[src/sv/sws_pkg.sv]
`timescale 1ns / 1ps

package sws_pkg;

	// Sequence space and payload width are fixed by the field widths.
	localparam int SEQ_MODULUS  = 16;
	localparam int SEQ_W        = 4;
	localparam int PAYLOAD_BITS = 64;
	localparam int LIMIT_W      = 4;
	localparam int THRESH_W     = 3;
	localparam int KIND_W       = 2;
	localparam int CFG_INDEX_W  = 2;
	localparam int CFG_DATA_W   = 4;

	// Request kinds.
	localparam logic [KIND_W-1:0] KIND_SEND    = 2'd0;
	localparam logic [KIND_W-1:0] KIND_ACK     = 2'd1;
	localparam logic [KIND_W-1:0] KIND_TIMEOUT = 2'd2;

	// Configuration register indexes.
	localparam logic [CFG_INDEX_W-1:0] CFG_WINDOW_LIMIT  = 2'd0;
	localparam logic [CFG_INDEX_W-1:0] CFG_DUP_THRESHOLD = 2'd1;

	// Reset values of the configuration registers.
	localparam logic [LIMIT_W-1:0]  WINDOW_LIMIT_RST  = 4'd8;
	localparam logic [THRESH_W-1:0] DUP_THRESHOLD_RST = 3'd4;

	// The duplicate counter saturates here.
	localparam logic [THRESH_W-1:0] DUP_MAX = 3'd7;

	typedef struct packed {
		logic [KIND_W-1:0]       kind;
		logic [PAYLOAD_BITS-1:0] payload;
		logic [SEQ_W-1:0]        ack_number;
		logic                    checksum_ok;
	} sws_cmd_t;

	typedef struct packed {
		logic                    accepted;
		logic                    pkt_valid;
		logic                    pkt_is_retransmit;
		logic [SEQ_W-1:0]        pkt_seq;
		logic [PAYLOAD_BITS-1:0] pkt_payload;
		logic                    timer_stop;
		logic                    timer_start;
		logic [SEQ_W-1:0]        timer_seq;
		logic                    window_full;
	} sws_rsp_t;

	typedef struct packed {
		logic [LIMIT_W-1:0]  window_limit;
		logic [THRESH_W-1:0] dup_threshold;
	} sws_cfg_t;

endpackage

[src/sv/sws_if.sv]
`timescale 1ns / 1ps

interface sws_cmd_if;
	logic             valid;
	logic             ready;
	sws_pkg::sws_cmd_t data;

	modport source (output valid, output data, input ready);
	modport sink (input valid, input data, output ready);
endinterface

interface sws_rsp_if;
	logic             valid;
	logic             ready;
	sws_pkg::sws_rsp_t data;

	modport source (output valid, output data, input ready);
	modport sink (input valid, input data, output ready);
endinterface

interface sws_cfg_if;
	logic                               valid;
	logic                               ready;
	logic [sws_pkg::CFG_INDEX_W-1:0]    index;
	logic [sws_pkg::CFG_DATA_W-1:0]     data;

	modport source (output valid, output index, output data, input ready);
	modport sink (input valid, input index, input data, output ready);
endinterface

[src/sv/sws_store.sv]
`timescale 1ns / 1ps

// Payload ring: one write port, one registered read port.
module sws_store #(
	parameter int WINDOW_DEPTH = 8
) (
	input  logic                             clk,
	input  logic                             wr_en,
	input  logic [$clog2(WINDOW_DEPTH)-1:0]  wr_addr,
	input  logic [sws_pkg::PAYLOAD_BITS-1:0] wr_data,
	input  logic                             rd_en,
	input  logic [$clog2(WINDOW_DEPTH)-1:0]  rd_addr,
	output logic [sws_pkg::PAYLOAD_BITS-1:0] rd_data
);

	logic [sws_pkg::PAYLOAD_BITS-1:0] mem [WINDOW_DEPTH];
	logic [sws_pkg::PAYLOAD_BITS-1:0] rd_q;

	always_ff @(posedge clk) begin
		if (wr_en) begin
			mem[wr_addr] <= wr_data;
		end
	end

	always_ff @(posedge clk) begin
		if (rd_en) begin
			rd_q <= mem[rd_addr];
		end
	end

	assign rd_data = rd_q;

endmodule

[src/sv/sws_core.sv]
`timescale 1ns / 1ps

// Window state and the per-request decision logic.
module sws_core #(
	parameter int WINDOW_DEPTH = 8
) (
	input  logic                             clk,
	input  logic                             arst_n,
	input  logic                             step,
	input  sws_pkg::sws_cmd_t                item,
	input  sws_pkg::sws_cfg_t                cfg_regs,
	output sws_pkg::sws_rsp_t                res,
	output logic                             wr_en,
	output logic [$clog2(WINDOW_DEPTH)-1:0]  wr_addr,
	output logic [sws_pkg::PAYLOAD_BITS-1:0] wr_data,
	output logic [$clog2(WINDOW_DEPTH)-1:0]  rd_addr
);

	localparam int IDX_W   = $clog2(WINDOW_DEPTH);
	localparam int SUM_W   = ((IDX_W > sws_pkg::SEQ_W) ? IDX_W : sws_pkg::SEQ_W) + 1;
	localparam int LIM_MAX = (WINDOW_DEPTH < sws_pkg::SEQ_MODULUS - 1) ?
		WINDOW_DEPTH : sws_pkg::SEQ_MODULUS - 1;

	logic [sws_pkg::SEQ_W-1:0]    base_q, next_q, last_ack_q;
	logic [sws_pkg::THRESH_W-1:0] dup_q;
	logic                         last_ack_valid_q;
	logic [IDX_W-1:0]             head_q;

	logic [sws_pkg::SEQ_W-1:0]    base_n, next_n, last_ack_n;
	logic [sws_pkg::THRESH_W-1:0] dup_n, dup_inc;
	logic                         last_ack_valid_n;
	logic [IDX_W-1:0]             head_n, slot;

	logic [sws_pkg::SEQ_W-1:0] lim, cnt, cnt_n, ack_span;
	logic [SUM_W-1:0]          slot_sum, head_sum;
	logic                      send_ok, retx;

	always_comb begin
		lim = (cfg_regs.window_limit > sws_pkg::SEQ_W'(LIM_MAX)) ?
			sws_pkg::SEQ_W'(LIM_MAX) : cfg_regs.window_limit;
		cnt      = next_q - base_q;
		ack_span = item.ack_number - base_q;

		// Both sums stay below twice the depth, so one subtract wraps them.
		slot_sum = SUM_W'(head_q) + SUM_W'(cnt);
		slot = (slot_sum >= SUM_W'(WINDOW_DEPTH)) ?
			IDX_W'(slot_sum - SUM_W'(WINDOW_DEPTH)) : IDX_W'(slot_sum);
		head_sum = SUM_W'(head_q) + SUM_W'(ack_span);

		dup_inc = (dup_q == sws_pkg::DUP_MAX) ? dup_q : dup_q + 3'd1;

		base_n           = base_q;
		next_n           = next_q;
		head_n           = head_q;
		dup_n            = dup_q;
		last_ack_n       = last_ack_q;
		last_ack_valid_n = last_ack_valid_q;
		send_ok          = 1'b0;
		retx             = 1'b0;
		res              = '0;
		cnt_n            = cnt;

		unique case (item.kind)
			sws_pkg::KIND_SEND: begin
				if (cnt < lim) begin
					send_ok               = 1'b1;
					res.accepted          = 1'b1;
					res.pkt_valid         = 1'b1;
					res.pkt_seq           = next_q;
					res.pkt_payload       = item.payload;
					res.timer_start       = (cnt == '0);
					next_n                = next_q + 4'd1;
				end
			end
			sws_pkg::KIND_ACK: begin
				if (item.checksum_ok) begin
					res.timer_stop = 1'b1;
					// Cumulative ack inside the window slides the base.
					if (ack_span != '0 && ack_span <= cnt) begin
						base_n = item.ack_number;
						head_n = (head_sum >= SUM_W'(WINDOW_DEPTH)) ?
							IDX_W'(head_sum - SUM_W'(WINDOW_DEPTH)) : IDX_W'(head_sum);
					end
					if (last_ack_valid_q && item.ack_number == last_ack_q) begin
						dup_n = dup_inc;
					end else begin
						dup_n = '0;
					end
					last_ack_n       = item.ack_number;
					last_ack_valid_n = 1'b1;
					cnt_n            = next_q - base_n;
					if (cnt_n != '0) begin
						res.timer_start = 1'b1;
						retx = (dup_n >= cfg_regs.dup_threshold);
					end
				end
			end
			sws_pkg::KIND_TIMEOUT: begin
				res.timer_stop  = 1'b1;
				res.timer_start = 1'b1;
				retx            = (cnt != '0);
			end
			default: begin
			end
		endcase

		// Payload of a retransmission is read from the store and joined to the registered response.
		if (retx) begin
			res.pkt_valid         = 1'b1;
			res.pkt_is_retransmit = 1'b1;
			res.pkt_seq           = base_n;
		end
		res.timer_seq   = base_n;
		res.window_full = ((next_n - base_n) >= lim);
	end

	assign wr_en   = step && send_ok;
	assign wr_addr = slot;
	assign wr_data = item.payload;
	assign rd_addr = head_n;

	always_ff @(posedge clk or negedge arst_n) begin
		if (!arst_n) begin
			base_q           <= '0;
			next_q           <= '0;
			head_q           <= '0;
			dup_q            <= '0;
			last_ack_q       <= '0;
			last_ack_valid_q <= 1'b0;
		end else if (step) begin
			base_q           <= base_n;
			next_q           <= next_n;
			head_q           <= head_n;
			dup_q            <= dup_n;
			last_ack_q       <= last_ack_n;
			last_ack_valid_q <= last_ack_valid_n;
		end
	end

endmodule

[src/sv/sliding_window_sender.sv]
// Sender side of a sliding window with cumulative acknowledgements and fast
// retransmit. Requests arrive on cmd: a send carries a payload, an ack carries
// the receiver's cumulative ack number and a checksum flag, and a timeout
// reports expiry of the retransmit timer. Every request produces exactly one
// response on rsp, which says whether a send entered the window, which packet
// (new or retransmitted) goes to the network, and how to drive the timer.
// cfg writes the window limit (index 0) and the duplicate ack threshold
// (index 1); it is always ready and is to be used only while the block idles.
// A request passes an input register and then a result register, which offers
// the response on rsp. One request is taken every cycle while rsp is not stalled,
// as the whole decision is one short step of pointer arithmetic and a single
// payload memory access between those two registers.
// When rsp is stalled the result register holds its response and the input
// register can still take one more request; only then does cmd.ready fall.
// Reset empties the window, forgets the last ack and restores the register
// defaults (limit 8, threshold 4). The payload memory is not cleared, as only
// slots written by accepted sends are ever read back.
`timescale 1ns / 1ps

module sliding_window_sender #(
	parameter int WINDOW_DEPTH = 8
) (
	input logic            clk,
	input logic            arst_n,
	sws_cfg_if.sink        cfg,
	sws_cmd_if.sink        cmd,
	sws_rsp_if.source      rsp
);

	localparam int IDX_W = $clog2(WINDOW_DEPTH);

	// Configuration registers.
	sws_pkg::sws_cfg_t cfg_q;

	// Input stage and result stage.
	logic              s1_valid;
	sws_pkg::sws_cmd_t item_s1;
	logic              rsp_valid_q;
	sws_pkg::sws_rsp_t res_q;

	sws_pkg::sws_rsp_t res_n;
	sws_pkg::sws_rsp_t rsp_data;
	logic              advance, step, cmd_take;

	logic                             wr_en;
	logic [IDX_W-1:0]                 wr_addr, rd_addr;
	logic [sws_pkg::PAYLOAD_BITS-1:0] wr_data, rd_data;

	// The result register moves whenever it is empty or being drained; the
	// input register empties into it on the same edge.
	assign advance   = !rsp_valid_q || rsp.ready;
	assign step      = s1_valid && advance;
	assign cmd.ready = !s1_valid || advance;
	assign cmd_take  = cmd.valid && cmd.ready;
	assign cfg.ready = 1'b1;

	always_ff @(posedge clk or negedge arst_n) begin
		if (!arst_n) begin
			cfg_q.window_limit  <= sws_pkg::WINDOW_LIMIT_RST;
			cfg_q.dup_threshold <= sws_pkg::DUP_THRESHOLD_RST;
		end else if (cfg.valid) begin
			unique case (cfg.index)
				sws_pkg::CFG_WINDOW_LIMIT: begin
					cfg_q.window_limit <= cfg.data[sws_pkg::LIMIT_W-1:0];
				end
				sws_pkg::CFG_DUP_THRESHOLD: begin
					cfg_q.dup_threshold <= cfg.data[sws_pkg::THRESH_W-1:0];
				end
				default: begin
				end
			endcase
		end
	end

	always_ff @(posedge clk or negedge arst_n) begin
		if (!arst_n) begin
			s1_valid    <= 1'b0;
			rsp_valid_q <= 1'b0;
		end else begin
			if (cmd_take) begin
				s1_valid <= 1'b1;
			end else if (step) begin
				s1_valid <= 1'b0;
			end
			if (advance) begin
				rsp_valid_q <= s1_valid;
			end
		end
	end

	always_ff @(posedge clk) begin
		if (cmd_take) begin
			item_s1 <= cmd.data;
		end
		if (step) begin
			res_q <= res_n;
		end
	end

	sws_core #(
		.WINDOW_DEPTH(WINDOW_DEPTH)
	) u_core (
		.clk      (clk),
		.arst_n   (arst_n),
		.step     (step),
		.item     (item_s1),
		.cfg_regs (cfg_q),
		.res      (res_n),
		.wr_en    (wr_en),
		.wr_addr  (wr_addr),
		.wr_data  (wr_data),
		.rd_addr  (rd_addr)
	);

	// The oldest slot is read on the same edge that loads the result
	// register, so its data lines up with the registered response.
	sws_store #(
		.WINDOW_DEPTH(WINDOW_DEPTH)
	) u_store (
		.clk     (clk),
		.wr_en   (wr_en),
		.wr_addr (wr_addr),
		.wr_data (wr_data),
		.rd_en   (step),
		.rd_addr (rd_addr),
		.rd_data (rd_data)
	);

	always_comb begin
		rsp_data = res_q;
		if (res_q.pkt_is_retransmit) begin
			rsp_data.pkt_payload = rd_data;
		end
	end

	assign rsp.valid = rsp_valid_q;
	assign rsp.data  = rsp_data;

	// An accepted send always emits a fresh packet.
	a_send_emits: assert property (@(posedge clk) disable iff (!arst_n)
		rsp.valid && rsp.data.accepted |->
			rsp.data.pkt_valid && !rsp.data.pkt_is_retransmit)
		else $error("accepted send without a fresh packet");

	// Every retransmission comes with a timer restart.
	a_retx_timer: assert property (@(posedge clk) disable iff (!arst_n)
		rsp.valid && rsp.data.pkt_is_retransmit |-> rsp.data.timer_start)
		else $error("retransmission without timer restart");

	// A request held in the input stage is not dropped while the output stalls.
	a_s1_hold: assert property (@(posedge clk) disable iff (!arst_n)
		s1_valid && !advance |=> s1_valid && $stable(item_s1))
		else $error("input stage lost a request during a stall");

endmodule

[src/flat_wrapper.sv]
// flat-port wrapper written by rule: the top's interface ports become plain ports
module sliding_window_sender_flat 
#(
	parameter int WINDOW_DEPTH = 8
)
  (clk, arst_n, cfg_valid, cfg_index, cfg_data, cfg_ready, cmd_valid, cmd_data, cmd_ready, rsp_valid, rsp_data, rsp_ready);
  sws_cfg_if cfg_i ();
  sws_cmd_if cmd_i ();
  sws_rsp_if rsp_i ();
  input logic clk;
  input logic arst_n;
  input wire logic [$bits(cfg_i.valid)-1:0] cfg_valid;
  input wire logic [$bits(cfg_i.index)-1:0] cfg_index;
  input wire logic [$bits(cfg_i.data)-1:0] cfg_data;
  output wire logic [$bits(cfg_i.ready)-1:0] cfg_ready;
  input wire logic [$bits(cmd_i.valid)-1:0] cmd_valid;
  input wire logic [$bits(cmd_i.data)-1:0] cmd_data;
  output wire logic [$bits(cmd_i.ready)-1:0] cmd_ready;
  output wire logic [$bits(rsp_i.valid)-1:0] rsp_valid;
  output wire logic [$bits(rsp_i.data)-1:0] rsp_data;
  input wire logic [$bits(rsp_i.ready)-1:0] rsp_ready;
  assign cfg_i.valid = cfg_valid;
  assign cfg_i.index = cfg_index;
  assign cfg_i.data = cfg_data;
  assign cfg_ready = cfg_i.ready;
  assign cmd_i.valid = cmd_valid;
  assign cmd_i.data = cmd_data;
  assign cmd_ready = cmd_i.ready;
  assign rsp_valid = rsp_i.valid;
  assign rsp_data = rsp_i.data;
  assign rsp_i.ready = rsp_ready;
  sliding_window_sender #(.WINDOW_DEPTH(WINDOW_DEPTH)) u_core (.clk(clk), .arst_n(arst_n), .cfg(cfg_i), .cmd(cmd_i), .rsp(rsp_i));
endmodule
[config.mk]
export PLATFORM = sky130hd
export DESIGN_NAME = sliding_window_sender_flat
export DESIGN_NICKNAME = d
export VERILOG_FILES = /design/src/sv/sws_pkg.sv /design/src/sv/sws_if.sv /design/src/sv/sws_store.sv /design/src/sv/sws_core.sv /design/src/sv/sliding_window_sender.sv /design/src/flat_wrapper.sv
export SDC_FILE = /design/constraint.sdc
export NUM_CORES = 1
export LEC_CHECK = 0
export ABC_AREA = 1
export BUFFER_PORTS_ARGS = -buffer_cell sky130_fd_sc_hd__buf_2
export CAP_MARGIN = 20
export CELL_PAD_IN_SITES_DETAIL_PLACEMENT = 1
export CELL_PAD_IN_SITES_GLOBAL_PLACEMENT = 1
export CORE_MARGIN = 10
export CORE_UTILIZATION = 45
export CTS_CLUSTER_DIAMETER = 60
export DETAILED_ROUTE_END_ITERATION = 6
export PLACE_DENSITY_LB_ADDON = 0.1
export RECOVER_POWER = 100
export SYNTH_ARGS = -nofsm -noshare
export SYNTH_HDL_FRONTEND = slang
export SYNTH_SLANG_ARGS = --single-unit
[constraint.sdc]
create_clock -name clk -period 11.8 [get_ports clk]
set_input_delay 1.18 -clock clk [delete_from_list [all_inputs] [get_ports clk]]
set_output_delay 1.18 -clock clk [all_outputs]
set_load 0.05 [all_outputs]
; ---- Yosys cells after proc, flatten, opt, wreduce, memory -nomap -nowiden
; Memory sizes are Yosys's and may differ from the RTL's. A register that Yosys moved wholly into a read port is not among the register bits.
; Index checks and enable logic that the tools add are counted.
[word_totals]
regBits = 177
latch_bits = 0
mem_bits_rw = 512
rom_bits = 0
input_bits = 82
output_inout_bits = 81
n_memories = 1
[mem_list]
columns = memory, depth, word_bits, read_ports, rd_clocked_by_memory_dff, write_ports, line
row1 = u_core.u_store.mem, 8, 64, 1, 1, 1, sws_store.sv:16  ; logic [sws_pkg::PAYLOAD_BITS-1:0] mem [WINDOW_DEPTH];
[op_classes]
n_addsub = 10
multipliers = 0
n_div = 0
order_cmp = 7
n_eq_ne = 5
shifts = 0
muxes = 37
bitwise_logic = 0
n_reduce_logical = 20
[op_table]
columns = cell, n
row1 = $mux 68, 2
row2 = $mux 64, 1
row3 = $mux 4, 8
row4 = $mux 3, 9
row5 = $sub 4x4->4, 4
row6 = $reduce_bool 4->1, 3
row7 = $mux 1, 11
row8 = $add 3x4->5, 2
row9 = $ge 5x4->1 const B, 2
row10 = $reduce_and 2->1, 3
row11 = $sub 3x1->3 const B, 2
row12 = $logic_and 1x1->1, 5
row13 = $mux 5, 1
row14 = $add 4x1->4 const B, 1
row15 = $eq 2x1->1 const B, 2
row16 = $eq 4x4->1, 1
row17 = $ge 4x4->1, 1
row18 = $gt 4x4->1 const B, 1
row19 = $le 4x4->1, 1
row20 = $logic_not 2->1, 2
row21 = $logic_not 4->1, 1
row22 = $lt 4x4->1, 1
row23 = $mux 2, 2
row24 = $pmux 1 s2, 2
row25 = other kinds (9), 11

; ---- Longest topological paths before layout
; Gate-level depths: netlist (run 1).
[logic_depth]
ltp_word = 12
ltp_mapped = 31
ltp_nobuf = 31

; ---- Cells and area by module
; A second synthesis (run 1) with hierarchy kept.
[hier_totals]
cells_unflattened = 3215
area_unflattened_um2 = 33721.1
[modules_own_cells]
columns = module, instances, cells_each, area_per_inst_um2, seq_area_each_um2
row1 = sws_store, 1, 2294, 24298.3, 17296.6
row2 = sliding_window_sender, 1, 415, 6223.5, 4702.0
row3 = sws_core, 1, 506, 3199.3, 475.5

; ---- Worst setup path after synthesis (run 1)
; Ideal clock, no wire load.
[synth_path]
path_kind = input port to flip-flop
from = input port rsp_ready
to = register u_core.u_core.head_q[0]
setup_ps = 338
t_arrival_ps = 5764
required_ps = 11462
path_slack_ps = 5698
cell_stages = 6
path_buffers = 1
cell_sequence = inv_1 -> nand2_1 -> nand2_1 -> inv_1 -> clkbuf_1 -> a31oi_1
[synth_between]
elab_chain_cells = 2
[synth_lines]
columns = element, line
row1 = "start, declared", flat_wrapper.sv:21  ; input wire logic [$bits(rsp_i.ready)-1:0] rsp_ready;
row2 = $logic_or 1x1->1, sliding_window_sender.sv:51  ; assign advance = !rsp_valid_q || rsp.ready;
row3 = $logic_and 1x1->1, sliding_window_sender.sv:52  ; assign step = s1_valid && advance;
row4 = named net u_core.step, sliding_window_sender.sv:43  ; logic advance, step, cmd_take;
row5 = "end signal, assigned", sws_core.sv:133  ; head_q <= head_n;
row6 = "end, declared", sws_core.sv:27  ; logic [IDX_W-1:0] head_q;
; The timed path passes the listed nets, and every way through them passes these cells.
; A chain may end at the register's enable or synchronous reset.

; ---- Worst setup path after layout (run 1)
[layout_path]
from = input port rsp_ready
to = register u_core.res_q[45] (netlist bit), enable pin
[layout_between]
elab_chain_cells = 2
[layout_lines]
columns = element, line
row1 = $logic_or 1x1->1, sliding_window_sender.sv:51
row2 = $logic_and 1x1->1, sliding_window_sender.sv:52
row3 = "end signal, assigned", sliding_window_sender.sv:96  ; res_q <= res_n;
row4 = "end, declared", sliding_window_sender.sv:39  ; sws_pkg::sws_rsp_t res_q;
; No other way between the ends.

==> results of run 1 <==
layout make-up:
cell class / count / area share (%)
Inverter: 392 / 4.12
Tap cell: 940 / 3.28
Sequential cell: 753 / 62.7
Clock buffer: 98 / 6.07
Clock inverter: 53 / 1.17
Multi-Input combinational cell: 1484 / 20.2
Timing Repair Buffer: 184 / 2.50
critical path: stages:
cell and delay (ps):
buf_2 90, inv_1 50, nand2_1 60, nand2_1 420, clkinvlp_2 3580, clkbuf_1 2450
cell usage in the layout, fill, tap and decap left out, drive strengths merged, types with 2 or more instances in the layout:
cell | synthesis | final
inv | 391 | 393
clkinvlp | 0 | 4
o22ai | 4 | 4
xnor2 | 5 | 5
buf | 101 | 103
nand2 | 930 | 930
clkbuf | 27 | 179
nand4 | 4 | 4
fa | 5 | 5
dfstp | 2 | 2
xor2 | 9 | 9
nand3 | 19 | 19
a21oi | 12 | 12
nor4 | 2 | 2
nor2 | 90 | 90
or2 | 4 | 4
edfxtp | 725 | 725
o21ai | 286 | 286
clkinv | 1 | 42
o21bai | 4 | 4
bufinv | 0 | 6
mux2 | 64 | 64
nor3 | 5 | 5
o211ai | 3 | 3
ha | 33 | 33
dfrtp | 26 | 26
cell families after synthesis:
logic type / Yosys count / synth area share (%)
AOI/OAI and AO/OA: 312 / 5.65
muxes: 64 / 2.25
other: 1 / 0.0117
buffers and inverters: 520 / 7.16
adders and majority gates: 38 / 1.60
DFF: 753 / 70.2
and+or+nand+nor: 1055 / 12.7
xor gates and xnor gates: 14 / 0.383
flip-flops by register name, summed over array words and instances (netlist names), 4 cells and up:
signal,flops
u_core.u_core.last_ack_q,4
u_core.item_s1,71
u_core.u_core.next_q,4
u_core.cfg_q,7
u_core.u_store.mem,512
u_core.res_q,64
u_core.u_core.base_q,4
u_core.u_store.rd_data,64
u_core.rsp.data,14
metrics by stage:
step | utilization, % | setup WS, ps | cell area [um^2] | cells
CTS | 51.3 | 5740 | 36100 | 3903
global route | 51.0 | 2800 | 35900 | 3904
floorplan | - | 5700 | 32000 | 2757
global placement | 47.6 | 6090 | 33500 | 3752
finish | 51.0 | 3600 | 35900 | 3904
detailed placement | 47.6 | 5770 | 33500 | 3752
synthesized netlist by cell type (2+ instances only):
master	n	share of area [%]
nor4_1	2	0.039
nand3_1	18	0.28
edfxtp_1	725	68
nand2_4	2	0.070
dfrtp_1	26	2.0
inv_1	389	4.6
fa_1	5	0.31
mux2_2	64	2.3
a21oi_1	11	0.17
nor3_1	5	0.078
or2_2	4	0.078
ha_1	33	1.3
buf_8	2	0.094
xnor2_1	5	0.14
nand2_1	927	11
o211ai_1	3	0.070
xor2_1	9	0.25
clkbuf_1	21	0.25
dfstp_2	2	0.16
buf_2	52	0.81
clkbuf_4	5	0.12
buf_6	16	0.56
o21ai_0	103	1.6
buf_4	30	0.70
o21bai_1	3	0.070
o21ai_2	51	1.4
nor2_1	89	1.0
nand4_1	4	0.078
o21ai_1	131	2.0
o22ai_1	4	0.078
inv_2	2	0.023
layer usage:
| layer | share of wire [%] | track usage (%) | up-vias | wire, um |
|---|---|---|---|---|
| met2 | 50 | 33.3 | 349 | 39900 |
| met3 | 4.6 | 3.39 | 89 | 3640 |
| met4 | 1.7 | 5.05 | 2 | 1320 |
| met5 | 0.016 | 0 | - | 13 |
| li1 | - | - | 9322 | - |
| met1 | 43 | 24.2 | 9941 | 34200 |
power breakdown:
group / leakage (nW) / total (W) / switching, W / internal (W)
Sequential: 7.04 / 0.00362 / 0.000153 / 0.00347
Clock: 1.28 / 0.00250 / 0.00105 / 0.00145
Combinational: 6.53 / 0.00365 / 0.00267 / 0.000983
path summary, 6_finish.rpt:
check	startpoint	endpoint	slack (ps)	cells after the start
max in group asynchronous	arst_n	u_core.u_core.head_q[0]	9790	1
worst max register to register	u_core.u_core.base_q[1]	u_core.u_store.rd_data[20]	3620	20
worst max-delay path	rsp_ready	u_core.res_q[45]	3600	6
worst min register to register	u_core.u_core.last_ack_valid_q	u_core.u_core.last_ack_valid_q	480	1
worst min-delay path	u_core.u_core.last_ack_valid_q	u_core.u_core.last_ack_valid_q	480	1
min in group asynchronous	arst_n	u_core.cfg_q[1]	1000	1
==> metrics, run 1 <==
Cell variety after synth=45; DRT antenna net count=0; WP data required=11540 ps; Final Max Slew Viols=625; Core Region=70300 um^2; synth warn=0; Clk Latency, worst-skew pair=630 ps; Post-CTS Repair Setup Buffers=0; hpwl dp=43100 um; first-pass GRT wire length=122000 um; Fin. Hold Viols=0; GRT Total Usage=19.1%; Worst EP arrival=7930 ps; Cells after Synth=2757; die width=287 um; Initial Util=45.5%; WL per Instance=20.3 um; vias in the first global route=21300; total nets after synthesis=2877; power per standard cell area=272 nW/um^2; initial antenna violation count=2; CP Class=in -> reg; Initial DRC Count=1313; Vias=19700; Final period util=69.5%; # nets final=3018; post-cts hold buffer count=0; Num CTS Buffers=83; cts repair resizes=0; Critical Path Sink Type=flop; H-tree depth=3; unrepaired setup endpoints after global routing=no; clk buf depth=3; run status=finished with violations; row count=97; crit start category=input pin; layout cells sized above 1=11.3%; I/O Buffers=161; First-pass DRT Iterations=5; Slew Limit Headroom=-208%; Fill cells=7480; GRT overflow=0; Post-synth ARST share=3.72%; Least-Margin Pin Slew=4600 ps; DRC Markers=0; Max Clk Rate=122 MHz; total clock sinks=753; Post-synth top flop=edfxtp_1; Clk pin slew, worst setup/hold paths=60 ps; routed vias/inst=5.05; Leak=14.9 nW; FF/Latch Area=22500 um^2; die area=82200 um^2; Tot Pwr=0.00977 W; Period minus WS final=8200 ps; TNS Setup=0 ps; IO Pins=163; CTS tree=yes; flops & latches, synth=753; sequential area share after synthesis=70.2%; Post-synth EDFFs=725; Clock Skews=20.3 ps; max_cap viols=19; IR drop worst, VDD=0.248 mV; Root Driver=clkbuf_16; Ant. Diodes=0; Hold Slack=477 ps; largest net degree at the start of global routing=242; Die H=287 um; Synth Cell Area=32000 um^2; HP Class=reg -> reg; failing checks=max-capacitance violations, max-slew violations; Area Overhead vs Synth=12.0%; Multi-input gate area=7240 um^2; setup violators final=0; GPL Wtd Cong=0.778; Avg Cell Area, Syn=11.6 um^2; critical path peak fanout=93; total wire length=79100 um
No activity file was read; power rests on OpenSTA's default activity.
==> inputs of run 2 (changes only) <==
--- a/config.mk
+++ b/config.mk
@@ -5,7 +5,7 @@
 export SDC_FILE = /design/constraint.sdc
 export NUM_CORES = 1
 export LEC_CHECK = 0
-export ABC_AREA = 1
+export ABC_AREA = 0
 export BUFFER_PORTS_ARGS = -buffer_cell sky130_fd_sc_hd__buf_2
 export CAP_MARGIN = 20
 export CELL_PAD_IN_SITES_DETAIL_PLACEMENT = 1
==> constraint.sdc (replaced) <==
create_clock -name clk -period 7.5 [get_ports clk]
set_input_delay 0.75 -clock clk [delete_from_list [all_inputs] [get_ports clk]]
set_output_delay 0.75 -clock clk [all_outputs]
set_load 0.05 [all_outputs]
==> metrics, run 2 <==
Root Driver=clkbuf_16; Post-CTS Repair Setup Buffers=0 (unchanged); cell accounting for the most synthesized area=edfxtp_1; Post-synth top cells=725 x edfxtp_1, 202 x mux2i_1, 166 x nand2_1, 78 x mux2_2, 66 x and3_1; Initial Util=45.6% (+0.059 points); fin util=51.3% (+0.22 points); Core Region=66100 um^2 (-5.9%); die width=279 um (-2.7%); top-count cell post-synth=edfxtp_1; initial antenna violation count=1 (-1); Clk pin slew, worst setup/hold paths=60 ps (about the same); Cells after Synth=1699 (-38%); total clock sinks=753 (unchanged); max reg flops=512 (unchanged); WL per Instance=25.0 um (+23%); worst path cell trace=inv_1 > ha_1 > inv_1 > fa_1 > ha_1 > a21o_1 > maj3_1 > a21oi_1 > nand2_1 > or2_0 > nor2_4 > clkbuf_1 > buf_4; Fill cells=6164 (-18%); Max Clk Rate=167 MHz; Final period util=79.9%; crit path launch=u_core.u_core.next_q[0]; Clk Latency, worst-skew pair=620 ps (about the same); failing checks=max-capacitance violations, max-slew violations; Num CTS Buffers=84 (+1.2%); Clock Skews=27.9 ps (+7.61 ps); post-cts hold buffer count=0 (unchanged); worst r2r dst=u_core.u_store.mem[0][4]; WP data required=7750 ps (-3790 ps); combinational power share=35.0% (-2.4 points); HP Class=in -> reg; unrepaired setup endpoints after global routing=no; synth top area cells=edfxtp_1 72%, mux2i_1 6.7%, a221oi_2 3.2%; cts repair resizes=0 (unchanged); I/O Buffers=161 (unchanged); critical path peak fanout=33 (-65%); Initial DRC Count=1099 (-16%); biggest regs=u_core.u_store.mem x512, u_core.item_s1 x71; total wire length=70000 um (-12%); row count=94 (-3.1%); max incr delay on CP=1650 ps (-1930 ps); Critical-path top delay cell=clkbuf_1; Period minus WS final=5990 ps; Internal=0.00942 W (+60%); Post-synth EDFFs=725 (unchanged); worst r2r path cells=13 (-35%); die area=77700 um^2 (-5.4%); Fin. Hold Viols=0 (unchanged); final instance area=33900 um^2 (-5.5%); Vias=15500 (-21%); routed vias/inst=5.54 (+9.8%); IR drop worst, VDD=0.473 mV (+91%); GRT Total Usage=17.9% (-1.2 points); First-pass DRT Iterations=5 (unchanged); setup violators final=0 (unchanged); commonest non-fill, non-tap cell in the layout=edfxtp_1; r2r setup slk=1510 ps (-2110 ps); Biggest register=u_core.u_store.mem; hpwl dp=38100 um (-12%); IO Pins=163 (unchanged); Cell variety after synth=54 (+20%); GPL Wtd Cong=0.761 (-2.2%); dpl ws=2210 ps (-3560 ps); CP Class=reg -> reg; setup ws final=1510 ps (-2090 ps); total nets after synthesis=1819 (-37%); NetSw=0.00523 W (+35%); synth warn=0 (unchanged); Avg Cell Area, Syn=17.7 um^2 (+53%); max_cap viols=14 (-5); first-pass GRT wire length=107000 um (-12%); Final Max Slew Viols=495 (-21%); flops & latches, synth=753 (unchanged); run status=finished with violations; Least-Margin Pin Slew=3380 ps (-1220 ps); H-tree depth=3 (unchanged); Flop pwr share=38.4% (+1.3 points); Die H=279 um (-2.7%); Critical Path Sink Type=flop; power per standard cell area=432 nW/um^2 (+59%); Post-synth ARST share=3.72% (unchanged); vias in the first global route=17300 (-19%); sequential area share after synthesis=74.6% (+4.3 points); crit path to=u_core.u_store.mem[0][4]; Clk pwr share=26.6% (+1.0 points); CTS tree=yes; crit start category=flop; DRT antenna net count=0 (unchanged); DP Area=31800 um^2 (-4.9%); commonest cells after routing, fill and taps aside=725 x edfxtp_1, 203 x mux2i_1, 166 x nand2_1, 104 x clkbuf_1; r2r startpoint=u_core.u_core.next_q[0]; DRC Markers=0 (unchanged); Synth Cell Area=30100 um^2 (-5.8%); # nets final=1993 (-34%); largest net degree at the start of global routing=129 (-47%); Leak=12.4 nW (-17%); clk buf depth=3 (unchanged); GRT overflow=0 (unchanged); Slew Limit Headroom=-125% (+83 points); Hold Slack=302 ps (-175 ps); Net Sw Frac=35.7% (-3.9 points); Post-synth top flop=edfxtp_1; Area Overhead vs Synth=12.4%; layout cells sized above 1=16.0% (+4.7 points); Worst EP arrival=6240 ps (-1690 ps); Synth top area share=72.2% (+4.2 points)
run 2: cell types whose count changed in the layout (fill, tap and decap cells not counted), moves of 12 or more:
cell	previous run	this run
a221oi_1	0	59
a32o_1	0	64
and3_1	0	66
clkinv_1	22	10
inv_1	386	30
mux2_2	44	68
mux2i_1	0	203
nand2_1	928	166
nor2_1	88	10
o21ai_0	103	14
o21ai_1	131	3
o21ai_2	50	0
run 2: cells by family after synthesis:
group                    Yosys count  synth area share, %
flip-flops                       753                 74.6
AND/OR/NAND/NOR                  289                 4.54
multiplexers                     282                 9.75
AO/OA/AOI/OAI                    176                 6.33
buffers and inverters            134                 2.35
adder cells (fa/ha/maj)           39                 1.73
XOR/XNOR                          25                0.726
other                              1               0.0124
run 2: through the flow:
stage	cells	power (W)	TNS [ps]
finish	2796	0.0147	0
global route	2794	0.0155	0
CTS	2793	0.0152	0
detailed placement	2650	0.0113	0
global placement	2650	0.0111	0
floorplan	1699	0.00977	-86340
run 2: how the worst min path moves through the flow:
stage,cells past startpoint,from,slack (ps),to
2_1_floorplan,1,u_core.u_core.last_ack_valid_q,430,u_core.u_core.last_ack_valid_q
3_3_place_gp,1,u_core.u_core.last_ack_valid_q,460,u_core.u_core.last_ack_valid_q
3_5_place_dp,1,u_core.u_core.last_ack_valid_q,480,u_core.u_core.last_ack_valid_q
4_1_cts,1,arst_n,170,u_core.u_core.next_q[0]
5_1_grt,1,cmd_data[41],260,u_core.item_s1[41]
6_report,1,cmd_data[42],300,u_core.item_s1[42]
run 2: cell type report:
class                   instances  area (um^2)  share of cell area, %
diodes                          2         5.00                 0.0148
clock buffers                 114         2340                   6.91
clock inverters                29          259                  0.764
inverters                      32          125                  0.369
multi-input cells             812         6650                   19.6
flip-flops and latches        753        22500                   66.3
well taps                     864         1080                   3.19
repair buffers                190          940                   2.77
run 2: critical path, delay by kind of cell (launching register included):
kind | cells | cell delay [ps]
buffers and inverters | 4 | 2600
AOI/OAI and AO/OA | 2 | 350
DFF | 1 | 420
and+or+nand+nor | 3 | 860
adders and majority gates | 4 | 1300
run 2: power by group through the flow:
stage	sequential [W]	clock [W]	combinational [W]
after floorplan	0.00559	0	0.00418
after global placement	0.00568	0	0.00544
after detailed placement	0.00570	0	0.00556
after CTS	0.00562	0.00400	0.00561
after global routing	0.00568	0.00417	0.00562
final	0.00563	0.00389	0.00513
run 2: layer usage:
| metal | GRT usage [%] | up-vias | share of wire (%) |
|---|---|---|---|
| met5 | 0 | - | 0 |
| met4 | 4.71 | 0 | 1.9 |
| met3 | 3.02 | 97 | 3.7 |
| met2 | 30.2 | 285 | 49 |
| met1 | 23.8 | 8094 | 45 |
| li1 | - | 7021 | - |
